==> src/sv/sts_pkg.sv <==
// Shared constants for the script token scanner: token kinds, error codes,
// default widths and the keyword table. No dependencies.
package sts_pkg;

    // Default widths of the position, length and line counters.
    localparam int STS_POSITION_WIDTH = 32;
    localparam int STS_LENGTH_WIDTH   = 16;
    localparam int STS_LINE_WIDTH     = 16;

    // Token kinds, in the usual clox order.
    localparam logic [5:0] K_LPAREN    = 6'd0;
    localparam logic [5:0] K_RPAREN    = 6'd1;
    localparam logic [5:0] K_LBRACE    = 6'd2;
    localparam logic [5:0] K_RBRACE    = 6'd3;
    localparam logic [5:0] K_COMMA     = 6'd4;
    localparam logic [5:0] K_DOT       = 6'd5;
    localparam logic [5:0] K_MINUS     = 6'd6;
    localparam logic [5:0] K_PLUS      = 6'd7;
    localparam logic [5:0] K_SEMICOLON = 6'd8;
    localparam logic [5:0] K_SLASH     = 6'd9;
    localparam logic [5:0] K_STAR      = 6'd10;
    localparam logic [5:0] K_BANG      = 6'd11;
    localparam logic [5:0] K_EQUAL     = 6'd13;
    localparam logic [5:0] K_GREATER   = 6'd15;
    localparam logic [5:0] K_LESS      = 6'd17;
    localparam logic [5:0] K_IDENT     = 6'd19;
    localparam logic [5:0] K_STRING    = 6'd20;
    localparam logic [5:0] K_NUMBER    = 6'd21;
    localparam logic [5:0] K_ERROR     = 6'd38;
    localparam logic [5:0] K_EOF       = 6'd39;

    // Error codes.
    localparam logic [1:0] E_NONE         = 2'd0;
    localparam logic [1:0] E_UNEXPECTED   = 2'd1;
    localparam logic [1:0] E_UNTERMINATED = 2'd2;

    localparam int KW_COUNT = 16;

    // Keywords with the first character in the lowest byte, hence reversed literals.
    localparam logic [47:0] KW_WORD [KW_COUNT] = '{
        48'("dna"), 48'("ssalc"), 48'("esle"), 48'("eslaf"),
        48'("rof"), 48'("nuf"), 48'("fi"), 48'("lin"),
        48'("ro"), 48'("tnirp"), 48'("nruter"), 48'("repus"),
        48'("siht"), 48'("eurt"), 48'("rav"), 48'("elihw")
    };
    localparam logic [2:0] KW_LEN [KW_COUNT] = '{
        3'd3, 3'd5, 3'd4, 3'd5, 3'd3, 3'd3, 3'd2, 3'd3,
        3'd2, 3'd5, 3'd6, 3'd5, 3'd4, 3'd4, 3'd3, 3'd5
    };
    localparam logic [5:0] KW_KIND [KW_COUNT] = '{
        6'd22, 6'd23, 6'd24, 6'd25, 6'd26, 6'd27, 6'd28, 6'd29,
        6'd30, 6'd31, 6'd32, 6'd33, 6'd34, 6'd35, 6'd36, 6'd37
    };

endpackage

==> src/sv/sts_keyword.sv <==
// Keyword matcher: maps the captured identifier prefix and its length to a kind.
// Depends on sts_pkg for the keyword table.
module sts_keyword
    import sts_pkg::*;
(
    input  logic [47:0] i_window,
    input  logic [2:0]  i_length,
    output logic [5:0]  o_kind
);

    // Unused upper bytes of the window are zero, so a whole-word compare suffices.
    always_comb begin
        o_kind = K_IDENT;
        for (int i = KW_COUNT - 1; i >= 0; i--) begin
            if (i_length == KW_LEN[i] && i_window == KW_WORD[i]) begin
                o_kind = KW_KIND[i];
            end
        end
    end

endmodule

==> src/sv/script_token_scanner.sv <==
// A token caused by a byte appears on the master side in the cycle after the beat.
// Throughput: one byte per cycle while each byte causes at most one token and the master
// side is ready; a byte that causes two or three tokens holds the slave side while the
// three-entry result buffer drains one token per cycle while the master side is ready.
// Reset: synchronous, active low; idle mode, position zero, line one, buffer empty.
module script_token_scanner
    import sts_pkg::*;
#(
    parameter int POSITION_WIDTH = STS_POSITION_WIDTH,
    parameter int LENGTH_WIDTH   = STS_LENGTH_WIDTH,
    parameter int LINE_WIDTH     = STS_LINE_WIDTH,
    parameter int DATA_WIDTH     = ((8 + POSITION_WIDTH + LENGTH_WIDTH + LINE_WIDTH + 7) / 8) * 8
) (
    input  logic                  i_clk,
    input  logic                  i_rst_n,
    input  logic                  i_s_axis_tvalid,
    output logic                  o_s_axis_tready,
    input  logic [7:0]            i_s_axis_tdata,   // char_code
    input  logic                  i_s_axis_tuser,   // end_of_source
    output logic                  o_m_axis_tvalid,
    input  logic                  i_m_axis_tready,
    // token_kind, error_kind, start_offset, token_length, line_number, zero fill
    output logic [DATA_WIDTH-1:0] o_m_axis_tdata,
    output logic                  o_m_axis_tlast    // last_of_run
);

    localparam int PW = POSITION_WIDTH;
    localparam int LW = LENGTH_WIDTH;
    localparam int NW = LINE_WIDTH;

    typedef enum logic [3:0] {
        M_IDLE, M_IDENT, M_NUMBER, M_NUMDOT, M_FRACTION,
        M_STRING, M_OPER, M_SLASH, M_COMMENT, M_DONE
    } t_mode;

    t_mode            r_mode, n_mode;
    logic [7:0]       r_op, n_op;
    logic [PW-1:0]    r_pos, n_pos;
    logic [PW-1:0]    r_begin, n_begin;
    logic [LW-1:0]    r_span, n_span;
    logic [NW-1:0]    r_line, n_line;
    logic [47:0]      r_win, n_win;

    logic [DATA_WIDTH-1:0] r_data [3];
    logic [2:0]            r_last;
    logic [1:0]            r_cnt, r_rd;

    logic [5:0]    e_kind  [3];
    logic [1:0]    e_err   [3];
    logic [PW-1:0] e_start [3];
    logic [LW-1:0] e_len   [3];
    logic [1:0]    e_cnt;

    logic [7:0]    c;
    logic          eos, accept, absorbed, flush_now;
    logic [2:0]    kw_len;
    logic [5:0]    kw_kind;
    logic [1:0]    remaining;

    function automatic logic letter_char(input logic [7:0] ch);
        return (ch >= "a" && ch <= "z") || (ch >= "A" && ch <= "Z") || ch == "_";
    endfunction

    function automatic logic digit_char(input logic [7:0] ch);
        return ch >= "0" && ch <= "9";
    endfunction

    function automatic logic [LW-1:0] sat_add(input logic [LW-1:0] a, input logic [1:0] k);
        logic [LW:0] s;
        s = {1'b0, a} + (LW+1)'(k);
        return s[LW] ? '1 : s[LW-1:0];
    endfunction

    function automatic logic [5:0] oper_kind(input logic [7:0] op, input logic two);
        logic [5:0] base;
        priority if (op == "!") base = K_BANG;
        else if (op == "=")     base = K_EQUAL;
        else if (op == ">")     base = K_GREATER;
        else                    base = K_LESS;
        return base + 6'(two);
    endfunction

    assign c  = i_s_axis_tdata;
    assign eos = i_s_axis_tuser;

    // Keyword lookup on the held identifier; spans beyond six never match.
    assign kw_len = (r_span > LW'(7)) ? 3'd7 : r_span[2:0];

    sts_keyword u_keyword (
        .i_window (r_win),
        .i_length (kw_len),
        .o_kind   (kw_kind)
    );

    // Buffer control: take a beat when the buffer is empty or its last token leaves now.
    assign remaining       = r_cnt - r_rd;
    assign o_s_axis_tready = (remaining == 2'd0) || (remaining == 2'd1 && i_m_axis_tready);
    assign accept          = i_s_axis_tvalid && o_s_axis_tready;
    assign o_m_axis_tvalid = (remaining != 2'd0);
    assign o_m_axis_tdata  = r_data[r_rd];
    assign o_m_axis_tlast  = r_last[r_rd];

    // Next state and the tokens caused by the current beat.
    always_comb begin
        n_mode  = r_mode;
        n_op    = r_op;
        n_pos   = r_pos;
        n_begin = r_begin;
        n_span  = r_span;
        n_line  = r_line;
        n_win   = r_win;
        for (int i = 0; i < 3; i++) begin
            e_kind[i]  = K_EOF;
            e_err[i]   = E_NONE;
            e_start[i] = '0;
            e_len[i]   = '0;
        end
        e_cnt     = 2'd0;
        absorbed  = 1'b0;
        flush_now = 1'b0;

        if (r_mode == M_DONE) begin
            if (eos) begin
                e_start[e_cnt] = r_pos;
                e_cnt = e_cnt + 2'd1;
            end
        end else if (eos) begin
            flush_now = 1'b1;
        end else begin
            // Try to extend the pending token with this byte.
            unique case (r_mode)
                M_IDENT: begin
                    if (letter_char(c) || digit_char(c)) begin
                        unique case (r_span)
                            LW'(0):  n_win[7:0]   = r_win[7:0]   | c;
                            LW'(1):  n_win[15:8]  = r_win[15:8]  | c;
                            LW'(2):  n_win[23:16] = r_win[23:16] | c;
                            LW'(3):  n_win[31:24] = r_win[31:24] | c;
                            LW'(4):  n_win[39:32] = r_win[39:32] | c;
                            LW'(5):  n_win[47:40] = r_win[47:40] | c;
                            default: n_win = r_win;
                        endcase
                        n_span   = sat_add(r_span, 2'd1);
                        absorbed = 1'b1;
                    end else begin
                        flush_now = 1'b1;
                    end
                end
                M_NUMBER: begin
                    if (digit_char(c)) begin
                        n_span   = sat_add(r_span, 2'd1);
                        absorbed = 1'b1;
                    end else if (c == ".") begin
                        n_mode   = M_NUMDOT;
                        absorbed = 1'b1;
                    end else begin
                        flush_now = 1'b1;
                    end
                end
                M_NUMDOT: begin
                    if (digit_char(c)) begin
                        n_span   = sat_add(r_span, 2'd2);
                        n_mode   = M_FRACTION;
                        absorbed = 1'b1;
                    end else begin
                        flush_now = 1'b1;
                    end
                end
                M_FRACTION: begin
                    if (digit_char(c)) begin
                        n_span   = sat_add(r_span, 2'd1);
                        absorbed = 1'b1;
                    end else begin
                        flush_now = 1'b1;
                    end
                end
                M_STRING: begin
                    n_span   = sat_add(r_span, 2'd1);
                    absorbed = 1'b1;
                    if (c == "\"") begin
                        e_kind[e_cnt]  = K_STRING;
                        e_start[e_cnt] = r_begin;
                        e_len[e_cnt]   = n_span;
                        e_cnt  = e_cnt + 2'd1;
                        n_mode = M_IDLE;
                    end else if (c == "\n") begin
                        n_line = (r_line == '1) ? r_line : r_line + NW'(1);
                    end
                end
                M_OPER: begin
                    if (c == "=") begin
                        e_kind[e_cnt]  = oper_kind(r_op, 1'b1);
                        e_start[e_cnt] = r_begin;
                        e_len[e_cnt]   = LW'(2);
                        e_cnt    = e_cnt + 2'd1;
                        n_mode   = M_IDLE;
                        absorbed = 1'b1;
                    end else begin
                        flush_now = 1'b1;
                    end
                end
                M_SLASH: begin
                    if (c == "/") begin
                        n_mode   = M_COMMENT;
                        absorbed = 1'b1;
                    end else begin
                        flush_now = 1'b1;
                    end
                end
                M_COMMENT: begin
                    absorbed = 1'b1;
                    if (c == "\n") begin
                        n_line = (r_line == '1) ? r_line : r_line + NW'(1);
                        n_mode = M_IDLE;
                    end
                end
                default: begin
                    absorbed = 1'b0;
                end
            endcase
        end

        // Flush the pending token when the byte or the end of source closes it.
        if (flush_now) begin
            unique case (r_mode)
                M_IDENT: begin
                    e_kind[e_cnt]  = kw_kind;
                    e_start[e_cnt] = r_begin;
                    e_len[e_cnt]   = r_span;
                    e_cnt = e_cnt + 2'd1;
                end
                M_NUMBER, M_FRACTION: begin
                    e_kind[e_cnt]  = K_NUMBER;
                    e_start[e_cnt] = r_begin;
                    e_len[e_cnt]   = r_span;
                    e_cnt = e_cnt + 2'd1;
                end
                M_NUMDOT: begin
                    e_kind[e_cnt]  = K_NUMBER;
                    e_start[e_cnt] = r_begin;
                    e_len[e_cnt]   = r_span;
                    e_cnt = e_cnt + 2'd1;
                    e_kind[e_cnt]  = K_DOT;
                    e_start[e_cnt] = r_pos - PW'(1);
                    e_len[e_cnt]   = LW'(1);
                    e_cnt = e_cnt + 2'd1;
                end
                M_STRING: begin
                    e_kind[e_cnt]  = K_ERROR;
                    e_err[e_cnt]   = E_UNTERMINATED;
                    e_start[e_cnt] = r_begin;
                    e_len[e_cnt]   = r_span;
                    e_cnt = e_cnt + 2'd1;
                end
                M_OPER: begin
                    e_kind[e_cnt]  = oper_kind(r_op, 1'b0);
                    e_start[e_cnt] = r_begin;
                    e_len[e_cnt]   = LW'(1);
                    e_cnt = e_cnt + 2'd1;
                end
                M_SLASH: begin
                    e_kind[e_cnt]  = K_SLASH;
                    e_start[e_cnt] = r_begin;
                    e_len[e_cnt]   = LW'(1);
                    e_cnt = e_cnt + 2'd1;
                end
                default: begin
                    e_cnt = e_cnt;
                end
            endcase
            n_mode = M_IDLE;
        end

        // End of source gives EOF; otherwise an unabsorbed byte that is not white space starts a new token.
        if (r_mode != M_DONE && eos) begin
            e_kind[e_cnt]  = K_EOF;
            e_start[e_cnt] = r_pos;
            e_cnt  = e_cnt + 2'd1;
            n_mode = M_DONE;
        end else if (r_mode != M_DONE) begin
            if (!absorbed) begin
                n_begin = r_pos;
                n_span  = LW'(1);
                priority if (c == " " || c == "\r" || c == "\t") begin
                    n_mode = M_IDLE;
                end else if (c == "\n") begin
                    n_line = (r_line == '1) ? r_line : r_line + NW'(1);
                end else if (letter_char(c)) begin
                    n_mode = M_IDENT;
                    n_win  = 48'(c);
                end else if (digit_char(c)) begin
                    n_mode = M_NUMBER;
                end else if (c == "\"") begin
                    n_mode = M_STRING;
                end else if (c == "!" || c == "=" || c == "<" || c == ">") begin
                    n_mode = M_OPER;
                    n_op   = c;
                end else if (c == "/") begin
                    n_mode = M_SLASH;
                end else begin
                    e_start[e_cnt] = r_pos;
                    e_len[e_cnt]   = LW'(1);
                    unique case (c)
                        "(":     e_kind[e_cnt] = K_LPAREN;
                        ")":     e_kind[e_cnt] = K_RPAREN;
                        "{":     e_kind[e_cnt] = K_LBRACE;
                        "}":     e_kind[e_cnt] = K_RBRACE;
                        ",":     e_kind[e_cnt] = K_COMMA;
                        ".":     e_kind[e_cnt] = K_DOT;
                        "-":     e_kind[e_cnt] = K_MINUS;
                        "+":     e_kind[e_cnt] = K_PLUS;
                        ";":     e_kind[e_cnt] = K_SEMICOLON;
                        "*":     e_kind[e_cnt] = K_STAR;
                        default: begin
                            e_kind[e_cnt] = K_ERROR;
                            e_err[e_cnt]  = E_UNEXPECTED;
                        end
                    endcase
                    e_cnt = e_cnt + 2'd1;
                end
            end
            n_pos = r_pos + PW'(1);
        end
    end

    // Scanner state, result buffer and its read pointer.
    always_ff @(posedge i_clk) begin
        if (!i_rst_n) begin
            r_mode  <= M_IDLE;
            r_op    <= '0;
            r_pos   <= '0;
            r_begin <= '0;
            r_span  <= '0;
            r_line  <= NW'(1);
            r_win   <= '0;
            r_cnt   <= 2'd0;
            r_rd    <= 2'd0;
        end else if (accept) begin
            r_mode  <= n_mode;
            r_op    <= n_op;
            r_pos   <= n_pos;
            r_begin <= n_begin;
            r_span  <= n_span;
            r_line  <= n_line;
            r_win   <= n_win;
            r_cnt   <= e_cnt;
            r_rd    <= 2'd0;
        end else if (o_m_axis_tvalid && i_m_axis_tready) begin
            r_rd <= r_rd + 2'd1;
        end
    end

    // Token payload is written on each accepted beat.
    always_ff @(posedge i_clk) begin
        if (accept) begin
            for (int i = 0; i < 3; i++) begin
                r_data[i] <= DATA_WIDTH'({r_line, e_len[i], e_start[i], e_err[i], e_kind[i]});
                r_last[i] <= (2'(i) == e_cnt - 2'd1);
            end
        end
    end

endmodule

==> config.mk <==
export PLATFORM = sky130hd
export DESIGN_NAME = script_token_scanner
export DESIGN_NICKNAME = d
export VERILOG_FILES = /design/src/sv/sts_pkg.sv /design/src/sv/sts_keyword.sv /design/src/sv/script_token_scanner.sv
export SDC_FILE = /design/constraint.sdc
export NUM_CORES = 1
export LEC_CHECK = 0
export ABC_AREA = 1
export BUFFER_PORTS_ARGS = -buffer_cell sky130_fd_sc_hd__buf_2
export CAP_MARGIN = 25
export CORE_MARGIN = 1
export CORE_UTILIZATION = 25
export CTS_BUF_LIST = sky130_fd_sc_hd__clkbuf_4 sky130_fd_sc_hd__clkbuf_8
export DETAILED_ROUTE_END_ITERATION = 6
export PLACE_DENSITY_LB_ADDON = 0.15
export SYNTH_ARGS = -nofsm -noshare
export SYNTH_HDL_FRONTEND = slang
export SYNTH_SLANG_ARGS = --single-unit
==> constraint.sdc <==
create_clock -name i_clk -period 10.2 [get_ports i_clk]
set_input_delay 2.55 -clock i_clk [delete_from_list [all_inputs] [get_ports i_clk]]
set_output_delay 2.55 -clock i_clk [all_outputs]
set_load 0.01 [all_outputs]
# [After elaboration in Yosys (flattened, before gate mapping)]
# Memory sizes are Yosys's and may differ from the RTL's. A register that Yosys moved wholly into a read port is not among the register bits.
# Cells that the tools add are included.
[word_totals] register_bits=163 mem_bits_rw=216 output_inout_bits=75 mem_count=1
[classes] add_sub_neg=12 magnitude_cmp=14 eq_ne=64 n_mux=221 bitwise=76 reduce_logical=50
[mem_list] name="r_data" depth=3 width=72 read_ports=1 rd_clocked_by_memory_dff=1 wr=3 line="script_token_scanner.sv:44" source="logic [DATA_WIDTH-1:0] r_data [3];"
[ops] cell="96-bit two-way mux" n=11
[ops] cell="48-bit two-way mux" n=21
[ops] cell="16-bit two-way mux" n=26
[ops] cell="96-bit bitwise mux" n=3
[ops] cell="6-bit two-way mux" n=44
[ops] cell="32-bit two-way mux" n=8
[ops] cell="48-bit by 23-bit equality test with 1-bit output (second input constant)" n=5
[ops] cell="48-bit by 39-bit equality test with 1-bit output (second input constant)" n=5
[ops] cell="18-bit two-way mux" n=11
[ops] cell="32-bit demux with 2-bit select" n=3
[ops] cell="96-bit one-hot mux with 2 select lines" n=1
[ops] cell="18-bit one-hot mux with 10 select lines" n=1
[ops] cell="48-bit by 31-bit equality test with 1-bit output (second input constant)" n=3
[ops] cell="8-bit by 6-bit equality test with 1-bit output (second input constant)" n=18
[ops] cell="48-bit one-hot mux with 3 select lines" n=1
[ops] cell="45-bit bitwise AND" n=3
[ops] cell="45-bit inverter" n=3
[ops] cell="18-bit one-hot mux with 6 select lines" n=1
[ops] cell="16-bit demux with 2-bit select" n=3
[ops] cell="48-bit by 15-bit equality test with 1-bit output (second input constant)" n=2
[ops] cell="4-bit two-way mux" n=20
[ops] cell="12-bit bitwise AND" n=6
[ops] cell="12-bit inverter" n=6
[ops] cell="16-bit one-hot mux with 2 select lines" n=2
[ops] cell="81 further kinds" n=230

# [Depth between registers and ports, before layout]
[depth] depth_word=35 depth_mapped=21 depth_no_buf=19

# [Hierarchy]
# A second synthesis with hierarchy kept.
[hier_totals] cells_unflattened=3003 hier_area_um2=20923.8
[by_module_without_submodules] mod="script_token_scanner" instances=1 cells_per_inst=2760 area_each_um2=19727.7 seq_area_each_um2=8348.0
[by_module_without_submodules] mod="sts_keyword" instances=1 cells_per_inst=243 area_each_um2=1196.1 seq_area_each_um2=0.0

# [Worst setup path after synthesis]
# Ideal clock, no wire load.
[synth_timing] path_type="input port to flip-flop" start="input port i_m_axis_tready" end="register r_line[10]" setup_ns=0.360 arrival_ns=8.434 required_ns=9.840 slack_ns=1.407 cell_stages=7 path_buffers=2 cell_sequence="nor2_1 -> nor3_2 -> nand2_1 -> inv_1 -> buf_2 -> clkbuf_1 -> a31oi_1"
[synth_via] elab_chain_len=3
[synth_lines] item="start, declared" line="script_token_scanner.sv:21" source="input logic i_m_axis_tready,"
[synth_lines] item="1-bit logical AND" line="script_token_scanner.sv:97" source="assign o_s_axis_tready = (remaining == 2'd0) || (remaining == 2'd1 && i_m_axis_tready);"
[synth_lines] item="1-bit logical OR" line="script_token_scanner.sv:97"
[synth_lines] item="net o_s_axis_tready" line="script_token_scanner.sv:17" source="output logic o_s_axis_tready,"
[synth_lines] item="1-bit logical AND" line="script_token_scanner.sv:98" source="assign accept = i_s_axis_tvalid && o_s_axis_tready;"
[synth_lines] item="net accept" line="script_token_scanner.sv:55" source="logic eos, accept, absorbed, flush_now;"
[synth_lines] item="end signal, assigned" line="script_token_scanner.sv:344" source="r_line <= n_line;"
[synth_lines] item="end, declared" line="script_token_scanner.sv:41" source="logic [NW-1:0] r_line, n_line;"
# The timed path passes the listed nets, and every way through them passes these cells.
# A chain may end at the register's enable or synchronous reset.

==> summary.md <==
| Metric | Value |
|---|---|
| Sequential share of the synthesized area | `41.9%` |
| Post-CTS Hold Fix Bufs | `0` |
| Post-synth EDFFs | `170` |
| Yosys top cell area share | `25.6%` |
| CTS H-tree lvls | `3` |
| # rows | `103` |
| Die W | `284 um` |
| Setup repair bufs after CTS | `0` |
| Sequential Power Share | `a little over two fifths` |
| Int Power | `2.51 mW` |
| Sw power | `1.18 mW` |
| Starting DRT DRC Count | `1898` |
| Synth Area in Simple Gates | `between 20 and 30%` |
| ANT nets after route | `0` |
| Worst-case clock buffer depth | `3` |
| Synth top area cells | `edfxtp_1, dfxtp_1, nand2_1, nor2_1, o21ai_0` |
| Synth cell count leaders | `nand2_1, nor2_1, o21ai_0, a21oi_1, inv_1` |
| Initial Util | `25.3%` |
| Synth Area in Compound Gates | `17.4%` |
| CTS tree | `done` |
| DIE AREA | `0.0808 mm2` |
| TritonRoute pass-1 iters | `7` |
| Layout cells sized above 1 | `10.4%` |
| Fin. max-slew vios | `0` |
| Main synth FF type | `edfxtp_1` |
| Tot GR Track Use | `19.1%` |
| Top sig layer | `met5` |
| Clock group share of total power | `40.5%` |
| Failing checks | `DRC` |
| Sw Share | `32.0%` |
| GPL Wtd Cong | `0.918` |
| Fmax | `149 MHz` |
| Syn Inst Count | `2799` |
| Count leader, synth | `nand2_1` |
| Total CTS buffers | `just under 70` |
| Die Y | `284 um` |
| Routed vias | `between 15k and 20k` |
| Met3 WL | `4610 um` |
| Crit end category | `register` |
| CTS sink cnt | `approximately 330` |
| Final nets | `2873` |
| Area delta synth->final | `13.9%` |
| Final min period | `6720 ps` |
| Detailed Place HPWL | `54900 um` |
| Setup TNS | `0 ps` |
| Largest net degree at the start of global routing | `between 100 and 150` |
| Mux contribution to synthesized area | `0%` |
| Root Driver | `clkbuf_8` |
| Cell area after layout | `0.0227 mm2` |
| Port bufs | `87` |
| Worst hold path class | `register to register` |
| Post-Route M1 WL | `37600 um` |
| Worst Tran Pin Value | `approximately 1100 ps` |
| CP required | `10570 ps` |
| Asr flop ratio synth | `0%` |
| Global-route wire length before repair | `120000 um` |
| Finished Core Util | `28.8%` |
| Syn avg cell area | `7.12 um2` |
| CTS clk-pin slew, worst paths | `60 ps` |
| # resized after CTS | `0` |
| Slowest cell on the critical path | `nor2_4` |
| Avg WL per Cell | `19.8 um` |
| Vias per std cell | `5.03` |
| Crit path kind | `primary input to register` |
| Setup Skew | `49.6 ps` |
| DRC | `1` |
| Startpoint Class | `primary input` |
| Period utilisation layout | `65.9%` |
| Gr ovfl total | `0` |
| Leak | `8.80 nW` |
| Logic pwr share | `16.7%` |
| Routed wl met2 | `about 35000 um` |
| Maximum capacitance violations | `0` |
| XOR/XNOR Fraction of Synth Area | `1.80%` |
| Core area | `0.0789 mm2` |
| Worst-Skew Late Latency | `680 ps` |
| I/O Pins | `slightly below 90` |
| Slew margin rel. | `about 28%` |
| Vias in the first global route | `18.9k` |
| Outcome | `finished with violations` |
| Hold Vio Cnt, Final | `0` |
| Placed Area | `0.0212 mm2` |
| Largest family of logic cells by synthesized area | `simple AND/OR/NAND/NOR gates` |
| WL final | `78500 um` |
| Initial antenna violation count | `5` |
| Crit-path max FO | `35` |
| Library cells used by synthesis | `55` |
| Area of the mapped netlist | `approximately 0.020 mm2` |
| Setup-failing EPs final | `0` |
| Cell chain of the critical path | `buf_2, nor2_4, inv_2, nor2_2, nor2_2, inv_2, o21ai_1, inv_1, ha_1, clkinv_1, buf_4, nor4_1, nand3_1` |
| Synth area leader | `edfxtp_1` |
| #FFs+latches synth | `332` |
| Largest stage delay, worst path | `~590 ps` |
| RSZ-0062 raised after global routing | `no` |
| Synthesis Warnings | `0` |
| Adder-Cell Fraction of Synth Area | `0.754%` |
| Maximum vdd drop | `0.0000702 V` |
| Critical path arrival | `7090 ps` |
| Number of fill cells | `8732` |
| Pwr/cell area | `163 mW/mm2` |
## kinds of logic (layout without fill, tap and decap cells)
logic type | count (synthesis) | in the layout
AO/OA/AOI/OAI | 650 | 650
XOR/XNOR | 41 | 41
adder cells (fa/ha/maj) | 12 | 12
buffers and inverters | 423 | 511
flip-flops | 332 | 332
other | 1 | 20
AND/OR/NAND/NOR | 1340 | 1340
## state kept, by name, indices dropped and copies added (netlist names), 4 cells and up, named ones only
signal and count:
r_begin 32, r_op 8, r_line 16, r_data 167, r_pos 32, r_span 16
r_win 48, r_mode 4
## worst max-delay path, delay by kind of cell
| kind | cells | cell delay [ps] |
|---|---|---|
| AO/OA/AOI/OAI | 1 | 240 |
| adder cells (fa/ha/maj) | 1 | 250 |
| buffers and inverters | 6 | 2370 |
| AND/OR/NAND/NOR | 5 | 1600 |
## metrics by stage
| step | hold WS (ps) | cells | setup slack, ps | power [mW] |
|---|---|---|---|---|
| CTS | 435 | 3953 | 3530 | 3.75 |
| global placement | 421 | 3826 | 2940 | 2.22 |
| global route | 453 | 3956 | 3240 | 3.88 |
| detailed placement | 426 | 3827 | 2820 | 2.22 |
| floorplan | 406 | 2815 | 1410 | 1.99 |
| finish | 430 | 3956 | 3480 | 3.69 |
## final cells by class
cell class                 instances  area [um2]  share of cell area, %
clock inverter                    31         245                   1.08
clock buffer                      95        1210                   5.35
timing repair buffer             113         628                   2.77
sequential                       332        8350                   36.8
multi-input combinational       2060        9900                   43.6
inverter                         272        1030                   4.54
tap                             1050        1310                   5.79
antenna                            3        7.51                 0.0331
## path summary, 6_finish.rpt
kind | to | depth (start not counted) | slack [ps] | startpoint
min | r_win[47]$_SDFFE_PN0P_ | 2 | 430 | r_win[47]$_SDFFE_PN0P_
max | r_data[2][1]$_DFFE_PP_ | 13 | 3480 | i_s_axis_tuser
min reg2reg | r_win[47]$_SDFFE_PN0P_ | 2 | 430 | r_win[47]$_SDFFE_PN0P_
max reg2reg | r_data[2][1]$_DFFE_PP_ | 15 | 4710 | r_mode[1]$_SDFFE_PN0P_
## cell usage in the layout, fill, tap and decap left out, drive strengths merged, types with 25 or more instances in the layout
cell,instances
buf,113
nand3,186
edfxtp,170
clkbuf,95
nor3,122
nand2,551
inv,261
nor2,377
dfxtp,162
xor2,38
a21oi,255
o211ai,27
nand4,63
o21ai,318
clkinv,37
nor4,25
## metal layers
layer / vias up / GRT usage (%)
li1: 9617 / -
met4: 6 / 5.50
met2: 617 / 29.5
met5: - / 0
met3: 120 / 3.16
met1: 9547 / 27.2
## power by group through the flow
stage / Combinational [mW] / Clock, mW / Sequential (mW)
after floorplan: 0.396 / 0 / 1.60
after global placement: 0.615 / 0 / 1.60
after detailed placement: 0.619 / 0 / 1.60
after CTS: 0.621 / 1.55 / 1.58
after global routing: 0.677 / 1.61 / 1.59
final: 0.616 / 1.50 / 1.58
No activity file was read; power rests on OpenSTA's default activity.
